## config.mk

```make
export PLATFORM = sky130hd
export DESIGN_NAME = ramp_hold_profile_sequencer_flat
export DESIGN_NICKNAME = d
export VERILOG_FILES = /design/src/design/rhps_pkg.sv /design/src/design/rhps_ifs.sv /design/src/design/rhps_ram.sv /design/src/design/rhps_seq.sv /design/src/design/ramp_hold_profile_sequencer.sv /design/src/flat_wrapper.sv
export SDC_FILE = /design/constraint.sdc
export NUM_CORES = 1
export LEC_CHECK = 0
export BUFFER_PORTS_ARGS = -buffer_cell sky130_fd_sc_hd__buf_4
export CELL_PAD_IN_SITES_DETAIL_PLACEMENT = 0
export CELL_PAD_IN_SITES_GLOBAL_PLACEMENT = 1
export CORE_AREA = 2 2 318 320
export CTS_CLUSTER_SIZE = 14
export DETAILED_ROUTE_END_ITERATION = 10
export DIE_AREA = 0 0 320 322
export PLACE_DENSITY = 0.6
export SLEW_MARGIN = 20
export SYNTH_ARGS = -nofsm -noshare
export SYNTH_HDL_FRONTEND = slang
export SYNTH_SLANG_ARGS = --single-unit
```

## constraint.sdc

```tcl
create_clock -name clk -period 9.6 [get_ports clk]
set_input_delay 0.96 -clock clk [delete_from_list [all_inputs] [get_ports clk]]
set_output_delay 0.96 -clock clk [all_outputs]
set_load 0.05 [all_outputs]
```

## src/design/rhps_pkg.sv

```systemverilog
`default_nettype none

package rhps_pkg;

	localparam logic [1:0] FN_TICK   = 2'd0;
	localparam logic [1:0] FN_LOAD   = 2'd1;
	localparam logic [1:0] FN_APPEND = 2'd2;
	localparam logic [1:0] FN_START  = 2'd3;

	localparam logic [2:0] PH_IDLE = 3'd0;
	localparam logic [2:0] PH_UP   = 3'd1;
	localparam logic [2:0] PH_HOLD = 3'd2;
	localparam logic [2:0] PH_DOWN = 3'd3;
	localparam logic [2:0] PH_DONE = 3'd4;

	localparam logic CFG_RAMP_STEP  = 1'b0;
	localparam logic CFG_HOLD_TICKS = 1'b1;

	localparam logic [15:0] RAMP_STEP_RST  = 16'd256;
	localparam logic [15:0] HOLD_TICKS_RST = 16'd50;

	localparam logic [7:0]  DUTY_FULL_IP = 8'd100;
	localparam logic [28:0] DUTY_RECIP   = 29'd1336965;

	typedef struct packed {
		logic        take;
		logic [1:0]  func;
		logic [15:0] point_value;
	} item_t;

	typedef struct packed {
		logic [15:0] level;
		logic        written;
		logic [2:0]  phase;
		logic [5:0]  point;
	} res_t;

	// integer part times 255 over 100, saturated above 100
	function automatic logic [7:0] duty_of(input logic [7:0] ip);
		logic [28:0] scaled;
		scaled = 29'(ip) * DUTY_RECIP;
		return (ip > DUTY_FULL_IP) ? 8'hFF : scaled[26:19];
	endfunction

endpackage

`default_nettype wire

```

## src/design/rhps_ifs.sv

```systemverilog
`default_nettype none

interface rhps_in_if;
	logic        valid;
	logic        ready;
	logic [1:0]  func;
	logic [15:0] point_value;

	modport source (output valid, output func, output point_value, input ready);
	modport sink (input valid, input func, input point_value, output ready);
endinterface

interface rhps_out_if;
	logic        valid;
	logic        ready;
	logic [15:0] valve_level;
	logic [7:0]  pwm_duty;
	logic        valve_written;
	logic [2:0]  phase;
	logic [5:0]  current_point;

	modport source (output valid, output valve_level, output pwm_duty, output valve_written,
		output phase, output current_point, input ready);
	modport sink (input valid, input valve_level, input pwm_duty, input valve_written,
		input phase, input current_point, output ready);
endinterface

`default_nettype wire

```

## src/design/rhps_ram.sv

```systemverilog
`default_nettype none

module rhps_ram #(
	parameter int WIDTH = 16,
	parameter int DEPTH = 32
) (
	input  wire logic                                   clk,
	input  wire logic                                   we,
	input  wire logic [(DEPTH > 1 ? $clog2(DEPTH) : 1)-1:0] waddr,
	input  wire logic [WIDTH-1:0]                       wdata,
	input  wire logic [(DEPTH > 1 ? $clog2(DEPTH) : 1)-1:0] raddr,
	output logic [WIDTH-1:0]                            rdata
);

	logic [WIDTH-1:0] mem_q [DEPTH];

	always_ff @(posedge clk) begin
		if (we) begin
			mem_q[waddr] <= wdata;
		end
		// write-first on a collision
		if (we && waddr == raddr) begin
			rdata <= wdata;
		end else begin
			rdata <= mem_q[raddr];
		end
	end

endmodule

`default_nettype wire

```

## src/design/rhps_seq.sv

```systemverilog
`default_nettype none

module rhps_seq
	import rhps_pkg::*;
#(
	parameter int CURVE_DEPTH = 32
) (
	input  wire logic        clk,
	input  wire logic        arst_n,
	input  wire item_t       item,
	input  wire logic [15:0] ramp_step,
	input  wire logic [15:0] hold_ticks,
	output res_t             res
);

	localparam int CW = $clog2(CURVE_DEPTH + 1);
	localparam int AW = (CURVE_DEPTH > 1) ? $clog2(CURVE_DEPTH) : 1;

	logic [CW-1:0] cnt_q, cnt_n;
	logic          rdy_q, rdy_n;
	logic [2:0]    ph_q, ph_n;
	logic [CW-1:0] idx_q, idx_n, idx_inc;
	logic [15:0]   lvl_q, lvl_n;
	logic [15:0]   held_q, held_n, held_inc;
	logic [16:0]   sum;
	logic [15:0]   target;
	logic          wr;
	logic          app_we;
	logic [CW+5:0] idx_wide;

	rhps_ram #(
		.WIDTH(16),
		.DEPTH(CURVE_DEPTH)
	) u_store (
		.clk  (clk),
		.we   (app_we),
		.waddr(cnt_q[AW-1:0]),
		.wdata(item.point_value),
		.raddr(idx_n[AW-1:0]),
		.rdata(target)
	);

	assign sum      = {1'b0, lvl_q} + {1'b0, ramp_step};
	assign held_inc = (held_q == 16'hFFFF) ? held_q : held_q + 16'd1;
	assign idx_inc  = idx_q + CW'(1);

	always_comb begin
		cnt_n  = cnt_q;
		rdy_n  = rdy_q;
		ph_n   = ph_q;
		idx_n  = idx_q;
		lvl_n  = lvl_q;
		held_n = held_q;
		wr     = 1'b0;
		app_we = 1'b0;
		if (item.take) begin
			unique case (item.func)
				FN_TICK: begin
					if (rdy_q) begin
						unique case (ph_q)
							PH_UP: begin
								if (lvl_q < target) begin
									lvl_n = (sum > {1'b0, target}) ? target : sum[15:0];
									wr    = 1'b1;
								end else begin
									ph_n   = PH_HOLD;
									held_n = '0;
								end
							end
							PH_HOLD: begin
								held_n = held_inc;
								if (held_inc >= hold_ticks) begin
									ph_n = PH_DOWN;
								end
							end
							PH_DOWN: begin
								if (lvl_q != 16'd0) begin
									lvl_n = (lvl_q > ramp_step) ? lvl_q - ramp_step : 16'd0;
									wr    = 1'b1;
								end else begin
									idx_n = idx_inc;
									ph_n  = (idx_inc >= cnt_q) ? PH_DONE : PH_UP;
								end
							end
							default: begin
							end
						endcase
					end
				end
				FN_LOAD: begin
					cnt_n = '0;
					rdy_n = 1'b0;
				end
				FN_APPEND: begin
					if (cnt_q < CW'(CURVE_DEPTH)) begin
						app_we = 1'b1;
						cnt_n  = cnt_q + CW'(1);
						rdy_n  = 1'b1;
					end
				end
				FN_START: begin
					ph_n  = PH_UP;
					idx_n = '0;
					lvl_n = '0;
				end
				default: begin
				end
			endcase
		end
	end

	assign idx_wide    = {6'd0, idx_n};
	assign res.level   = lvl_n;
	assign res.written = wr;
	assign res.phase   = ph_n;
	assign res.point   = idx_wide[5:0];

	always_ff @(posedge clk or negedge arst_n) begin
		if (!arst_n) begin
			cnt_q  <= '0;
			rdy_q  <= 1'b0;
			ph_q   <= PH_IDLE;
			idx_q  <= '0;
			lvl_q  <= '0;
			held_q <= '0;
		end else begin
			cnt_q  <= cnt_n;
			rdy_q  <= rdy_n;
			ph_q   <= ph_n;
			idx_q  <= idx_n;
			lvl_q  <= lvl_n;
			held_q <= held_n;
		end
	end

`ifndef NO_ASSERTIONS
	a_cnt_bound: assert property (@(posedge clk) disable iff (!arst_n)
		cnt_q <= CW'(CURVE_DEPTH))
		else $error("point count beyond depth");

	a_idx_bound: assert property (@(posedge clk) disable iff (!arst_n)
		idx_q <= CW'(CURVE_DEPTH))
		else $error("point index beyond depth");

	a_ready_count: assert property (@(posedge clk) disable iff (!arst_n)
		rdy_q |-> cnt_q != '0)
		else $error("curve ready with empty list");

	a_idle_tick: assert property (@(posedge clk) disable iff (!arst_n)
		(item.take && item.func == FN_TICK && !rdy_q)
		|=> ($stable(lvl_q) && $stable(ph_q) && $stable(idx_q)))
		else $error("tick without curve changed run state");
`endif

endmodule

`default_nettype wire

```

## src/design/ramp_hold_profile_sequencer.sv

```systemverilog
// channel | dir | handshake      | beat payload
// in      | in  | valid / ready  | func, point_value
// out     | out | valid / ready  | valve_level, pwm_duty, valve_written, phase, current_point
// cfg     | in  | cfg_we         | cfg_index, cfg_data
//
// One item per cycle while out is not stalled: the run state and curve store update at the accepting edge,
// the result beat appears on the next cycle from the result register.
// in.ready drops only while a result beat waits on a stalled out channel.
// Reset clears the run state and loads ramp_step 256, hold_ticks 50; curve store
// contents stay undefined until appended.
`default_nettype none

module ramp_hold_profile_sequencer
	import rhps_pkg::*;
#(
	parameter int CURVE_DEPTH = 32
) (
	input  wire logic        clk,
	input  wire logic        arst_n,
	rhps_in_if.sink          in,
	rhps_out_if.source       out,
	input  wire logic        cfg_we,
	input  wire logic        cfg_index,
	input  wire logic [15:0] cfg_data
);

	logic [15:0] ramp_q;
	logic [15:0] hold_q;
	logic        vld_q;
	item_t       item;
	res_t        res;
	res_t        res_s1;
	logic [7:0]  duty_s1;

	assign in.ready         = !vld_q || out.ready;
	assign item.take        = in.valid && in.ready;
	assign item.func        = in.func;
	assign item.point_value = in.point_value;

	rhps_seq #(
		.CURVE_DEPTH(CURVE_DEPTH)
	) u_seq (
		.clk       (clk),
		.arst_n    (arst_n),
		.item      (item),
		.ramp_step (ramp_q),
		.hold_ticks(hold_q),
		.res       (res)
	);

	always_ff @(posedge clk or negedge arst_n) begin
		if (!arst_n) begin
			ramp_q <= RAMP_STEP_RST;
			hold_q <= HOLD_TICKS_RST;
		end else if (cfg_we) begin
			unique case (cfg_index)
				CFG_RAMP_STEP:  ramp_q <= cfg_data;
				CFG_HOLD_TICKS: hold_q <= cfg_data;
				default: begin
				end
			endcase
		end
	end

	always_ff @(posedge clk or negedge arst_n) begin
		if (!arst_n) begin
			vld_q <= 1'b0;
		end else begin
			vld_q <= item.take || (vld_q && !out.ready);
		end
	end

	always_ff @(posedge clk) begin
		if (item.take) begin
			res_s1  <= res;
			duty_s1 <= duty_of(res.level[15:8]);
		end
	end

	assign out.valid         = vld_q;
	assign out.valve_level   = res_s1.level;
	assign out.pwm_duty      = duty_s1;
	assign out.valve_written = res_s1.written;
	assign out.phase         = res_s1.phase;
	assign out.current_point = res_s1.point;

endmodule

`default_nettype wire
```

## src/flat_wrapper.sv

```systemverilog
// flat-port wrapper written by rule: the top's interface ports become plain ports
module ramp_hold_profile_sequencer_flat import rhps_pkg::*;
#(
	parameter int CURVE_DEPTH = 32
)
  (clk, arst_n, cfg_we, cfg_index, cfg_data, in_valid, in_func, in_point_value, in_ready, out_valid, out_valve_level, out_pwm_duty, out_valve_written, out_phase, out_current_point, out_ready);
  rhps_in_if in_i ();
  rhps_out_if out_i ();
  input  wire logic clk;
  input  wire logic arst_n;
  input  wire logic cfg_we;
  input  wire logic cfg_index;
  input  wire logic [15:0] cfg_data;
  input wire logic [$bits(in_i.valid)-1:0] in_valid;
  input wire logic [$bits(in_i.func)-1:0] in_func;
  input wire logic [$bits(in_i.point_value)-1:0] in_point_value;
  output wire logic [$bits(in_i.ready)-1:0] in_ready;
  output wire logic [$bits(out_i.valid)-1:0] out_valid;
  output wire logic [$bits(out_i.valve_level)-1:0] out_valve_level;
  output wire logic [$bits(out_i.pwm_duty)-1:0] out_pwm_duty;
  output wire logic [$bits(out_i.valve_written)-1:0] out_valve_written;
  output wire logic [$bits(out_i.phase)-1:0] out_phase;
  output wire logic [$bits(out_i.current_point)-1:0] out_current_point;
  input wire logic [$bits(out_i.ready)-1:0] out_ready;
  assign in_i.valid = in_valid;
  assign in_i.func = in_func;
  assign in_i.point_value = in_point_value;
  assign in_ready = in_i.ready;
  assign out_valid = out_i.valid;
  assign out_valve_level = out_i.valve_level;
  assign out_pwm_duty = out_i.pwm_duty;
  assign out_valve_written = out_i.valve_written;
  assign out_phase = out_i.phase;
  assign out_current_point = out_i.current_point;
  assign out_i.ready = out_ready;
  ramp_hold_profile_sequencer #(.CURVE_DEPTH(CURVE_DEPTH)) u_core (.clk(clk), .arst_n(arst_n), .in(in_i), .out(out_i), .cfg_we(cfg_we), .cfg_index(cfg_index), .cfg_data(cfg_data));
endmodule
```

==> summary.txt <==
Run status
  • Status: complete, no violations

Synth
  • Sequential area share after synthesis: a little over three fifths
  • Asr flop ratio synth: 12.8%
  • Synth cell types: 93
  • Yosys warnings: 0
  • Post-Syn Nets: 2083
  • Avg Cell Area, Syn: 15.9 µm²
  • Syn Inst Count: about 1900
  • Post-synth EDFFs: 546
  • Synth Flop Type: edfxtp_1
  • Register bit total from synthesis: 632
  • Post-Synthesis Cell Area: 29600 µm²

Clocking
  • CTS Buf Count: 71
  • Clk buf depth: 3
  • Clock-pin slew on the worst setup and hold paths: roughly 60 ps
  • CTS root buffer: clkbuf_16
  • Hold-fix buffers, CTS: 0
  • H-tree lvl count: 3
  • CTS Sinks: between 600 and 700
  • Latest clock arrival within the worst-skew pair: 620 ps
  • CTS tree: done

Setup path
  • WP data arrival: 9370 ps
  • Critical path required time: 9930 ps
  • Max incr delay on CP: about 640 ps
  • CP Launch Type: register
  • Worst path slowest cell: dfxtp_4
  • Largest fanout on the critical path: 28
  • CP endpoint kind: register
  • WS Path Type: register to register

STA
  • Skew final: approximately 19 ps
  • Max Slew Vio Count: 0
  • Min cycle time layout: between 9000 and 10000 ps
  • Fmax: 0.111 GHz
  • Final Cycle Share: between 90% and 100%
  • Unrepaired setup endpoints after global routing: false
  • Slew @ Worst Pin: 1040 ps
  • Setup TNS: 0 ps
  • Final setup violation count: 0
  • Rel. slew slack: roughly 30%
  • Final Hold Viols: 0

Layout
  • Most common cell after layout, fill and taps aside: edfxtp_1
  • Area Overhead vs Synth: 16.4%
  • Fill cells: 9473
  • Post-Route Utilization: 34.6%
  • Share of post-route cells with drive strength above 1: a little under a quarter
  • Layout Nets: 2226
  • Most frequent cells in the layout: edfxtp_1 (546), ha_1 (163), mux4_2 (138)

Power and ir drop
  • Tot Pwr: 6.18 mW
  • Int Power: 4.74 mW
  • Register share of total power: 49.6%
  • Power Dens Cells: about 180 nW/µm²
  • Sw power: 1.45 mW
  • Clock Power Share: 42.9%
  • Sw Ratio: 23.4%
  • IR drop worst, VDD: 132 µV
  • LEAKAGE: approximately 12 nW
  • Comb pwr share: 7.5%

Detailed routing
  • Detailed Routing Iterations Pass 1: 5
  • Post-DRT Antenna Nets: 0
  • Initial drt markers: 1337
  • Vias per inst: 4.99
  • WL final: around 80 mm
  • DRC viols: 0
  • Via Count: between 15000 and 20000
  • Avg WL per Cell: roughly 24 µm

Floorplan
  • Core footprint: 99600 µm²
  • Full die area: 103000 µm²
  • Initial core utilization: between 20% and 30%
  • Die Y: 322 µm
  • Rows: 116
  • Chip width: 320 µm
  • IO Count: 76

GRT
  • Initial antenna violation count: 0
  • Global-route wire length before repair: 118 mm
  • Largest net degree at the start of global routing: a little under 70
  • Gr usage total: 15.5%
  • Number of global-route vias before repair: ~18000
  • GRT overflow: 0

Min path
  • Worst hold path type: input pin to async pin

Placed design
  • Placed wire-length estimate: 50.8 mm
  • RD Place Congestion: 0.879
  • Port buffer count: 75

Flow run
  • MaxCap Viol Count: 0
==> critical path: cells and delay by family, from the launching register on <==
family,cells,cell delay (ps)
fa+ha+maj,6,2270
compound gates,8,2030
mux,3,1510
simple gates,8,1240
buf+inv,6,1020
flops,1,640
==> cells by family after synthesis <==
kind of cell	after synthesis	synth area share, %
mux	201	13.4
fa+ha+maj	183	8.24
compound gates	274	6.20
flops	632	62.5
xor+xnor	46	1.36
simple gates	360	5.82
buf+inv	164	2.41
==> per-layer routing <==
layer / GRT usage [%] / vias up / share of wire (%)
met5: 0 / - / 0
met4: 5.53 / 0 / 3.4
met3: 2.42 / 121 / 4.2
met2: 26.4 / 396 / 49
met1: 20.2 / 8662 / 43
li1: - / 7565 / -
==> sequential cells by signal, summed over array words and instances (netlist names), 8 cells and up, named ones only <==
register	count
u_core.hold_q	16
u_core.out.valve_level	16
u_core.out.pwm_duty	8
u_core.ramp_q	16
u_core.u_seq.lvl_q	16
u_core.u_seq.u_store.mem_q	512
u_core.u_seq.held_q	16
==> cell usage after synthesis, drive strengths merged, types with 4 or more instances <==
cell / n / share of area [%]
xor2: 20 / 0.59
a221oi: 5 / 0.17
o31ai: 7 / 0.19
nand4: 11 / 0.23
and4: 4 / 0.12
o21a: 7 / 0.18
nand2: 105 / 1.3
or3: 8 / 0.17
dfxtp: 5 / 0.34
a211oi: 13 / 0.41
nor2b: 18 / 0.38
clkbuf: 43 / 0.62
buf: 28 / 0.61
a211o: 5 / 0.15
a22oi: 9 / 0.23
ha: 163 / 6.9
xnor2: 26 / 0.77
nor2: 105 / 1.3
a22o: 7 / 0.21
nor3: 15 / 0.25
dfstp: 4 / 0.35
dfrtp: 77 / 6.5
nand3b: 4 / 0.10
fa: 20 / 1.4
o211ai: 8 / 0.20
o21ai: 76 / 1.3
o21bai: 4 / 0.10
a32oi: 4 / 0.12
inv: 93 / 1.2
and3: 13 / 0.27
nor4: 11 / 0.23
a21o: 19 / 0.48
a31oi: 7 / 0.15
edfxtp: 546 / 55
and2: 7 / 0.15
mux4: 150 / 12
nand2b: 15 / 0.32
mux2i: 28 / 0.99
a21boi: 5 / 0.13
a21oi: 66 / 1.2
nand3: 27 / 0.46
mux2: 23 / 0.89
==> through the flow <==
step | worst slack, ps | area, µm² | std cells | hold WS (ps)
2_1_floorplan | 172 | 29600 | 1860 | 479
3_3_place_gp | 606 | 32200 | 3226 | 494
3_5_place_dp | 385 | 32200 | 3226 | 493
4_1_cts | 363 | 34500 | 3350 | 161
5_1_grt | 61.1 | 34500 | 3352 | 183
6_report | 567 | 34500 | 3353 | 197
==> power groups by stage <==
| stage | clock network (mW) | logic (mW) | registers [mW] |
|---|---|---|---|
| 2_1_floorplan | 0 | 0.270 | 3.14 |
| 3_3_place_gp | 0 | 0.459 | 3.12 |
| 3_5_place_dp | 0 | 0.466 | 3.12 |
| 4_1_cts | 2.72 | 0.469 | 3.07 |
| 5_1_grt | 2.82 | 0.519 | 3.07 |
| 6_report | 2.65 | 0.467 | 3.07 |
==> timing repair <==
| action | CTS | global route |
|---|---|---|
| buffers inserted | 0 | 2 |
| gates resized for setup | 0 | 0 |
| endpoints found under the setup margin | 0 | 6 |
==> final cells by class <==
cell class                      count  area, µm²  area share, %
Timing Repair Buffer              141       1150           3.32
Sequential cell                   632      18500           53.8
Inverter                           93        349           1.01
Multi-Input combinational cell   1064      10600           30.7
Tap cell                         1298       1620           4.71
Antenna cell                        1       2.50        0.00726
Clock buffer                       91       1890           5.49
Clock inverter                     33        348           1.01
==> worst paths after layout <==
check                                       from                      end  slack (ps)  cells after the start
worst max-delay path                    register   u_core.out.pwm_duty[6]         570                     31
worst min-delay path                      arst_n  u_core.u_seq.held_q[15]         200                      1
worst max register to register          register   u_core.out.pwm_duty[6]         570                     31
worst min register to register  u_core.hold_q[7]         u_core.hold_q[7]         510                      1
max in group asynchronous                 arst_n         u_core.ramp_q[3]        8180                      2
min in group clk                u_core.hold_q[7]         u_core.hold_q[7]         510                      1
Note: power is estimated with default switching activity, not from simulation.
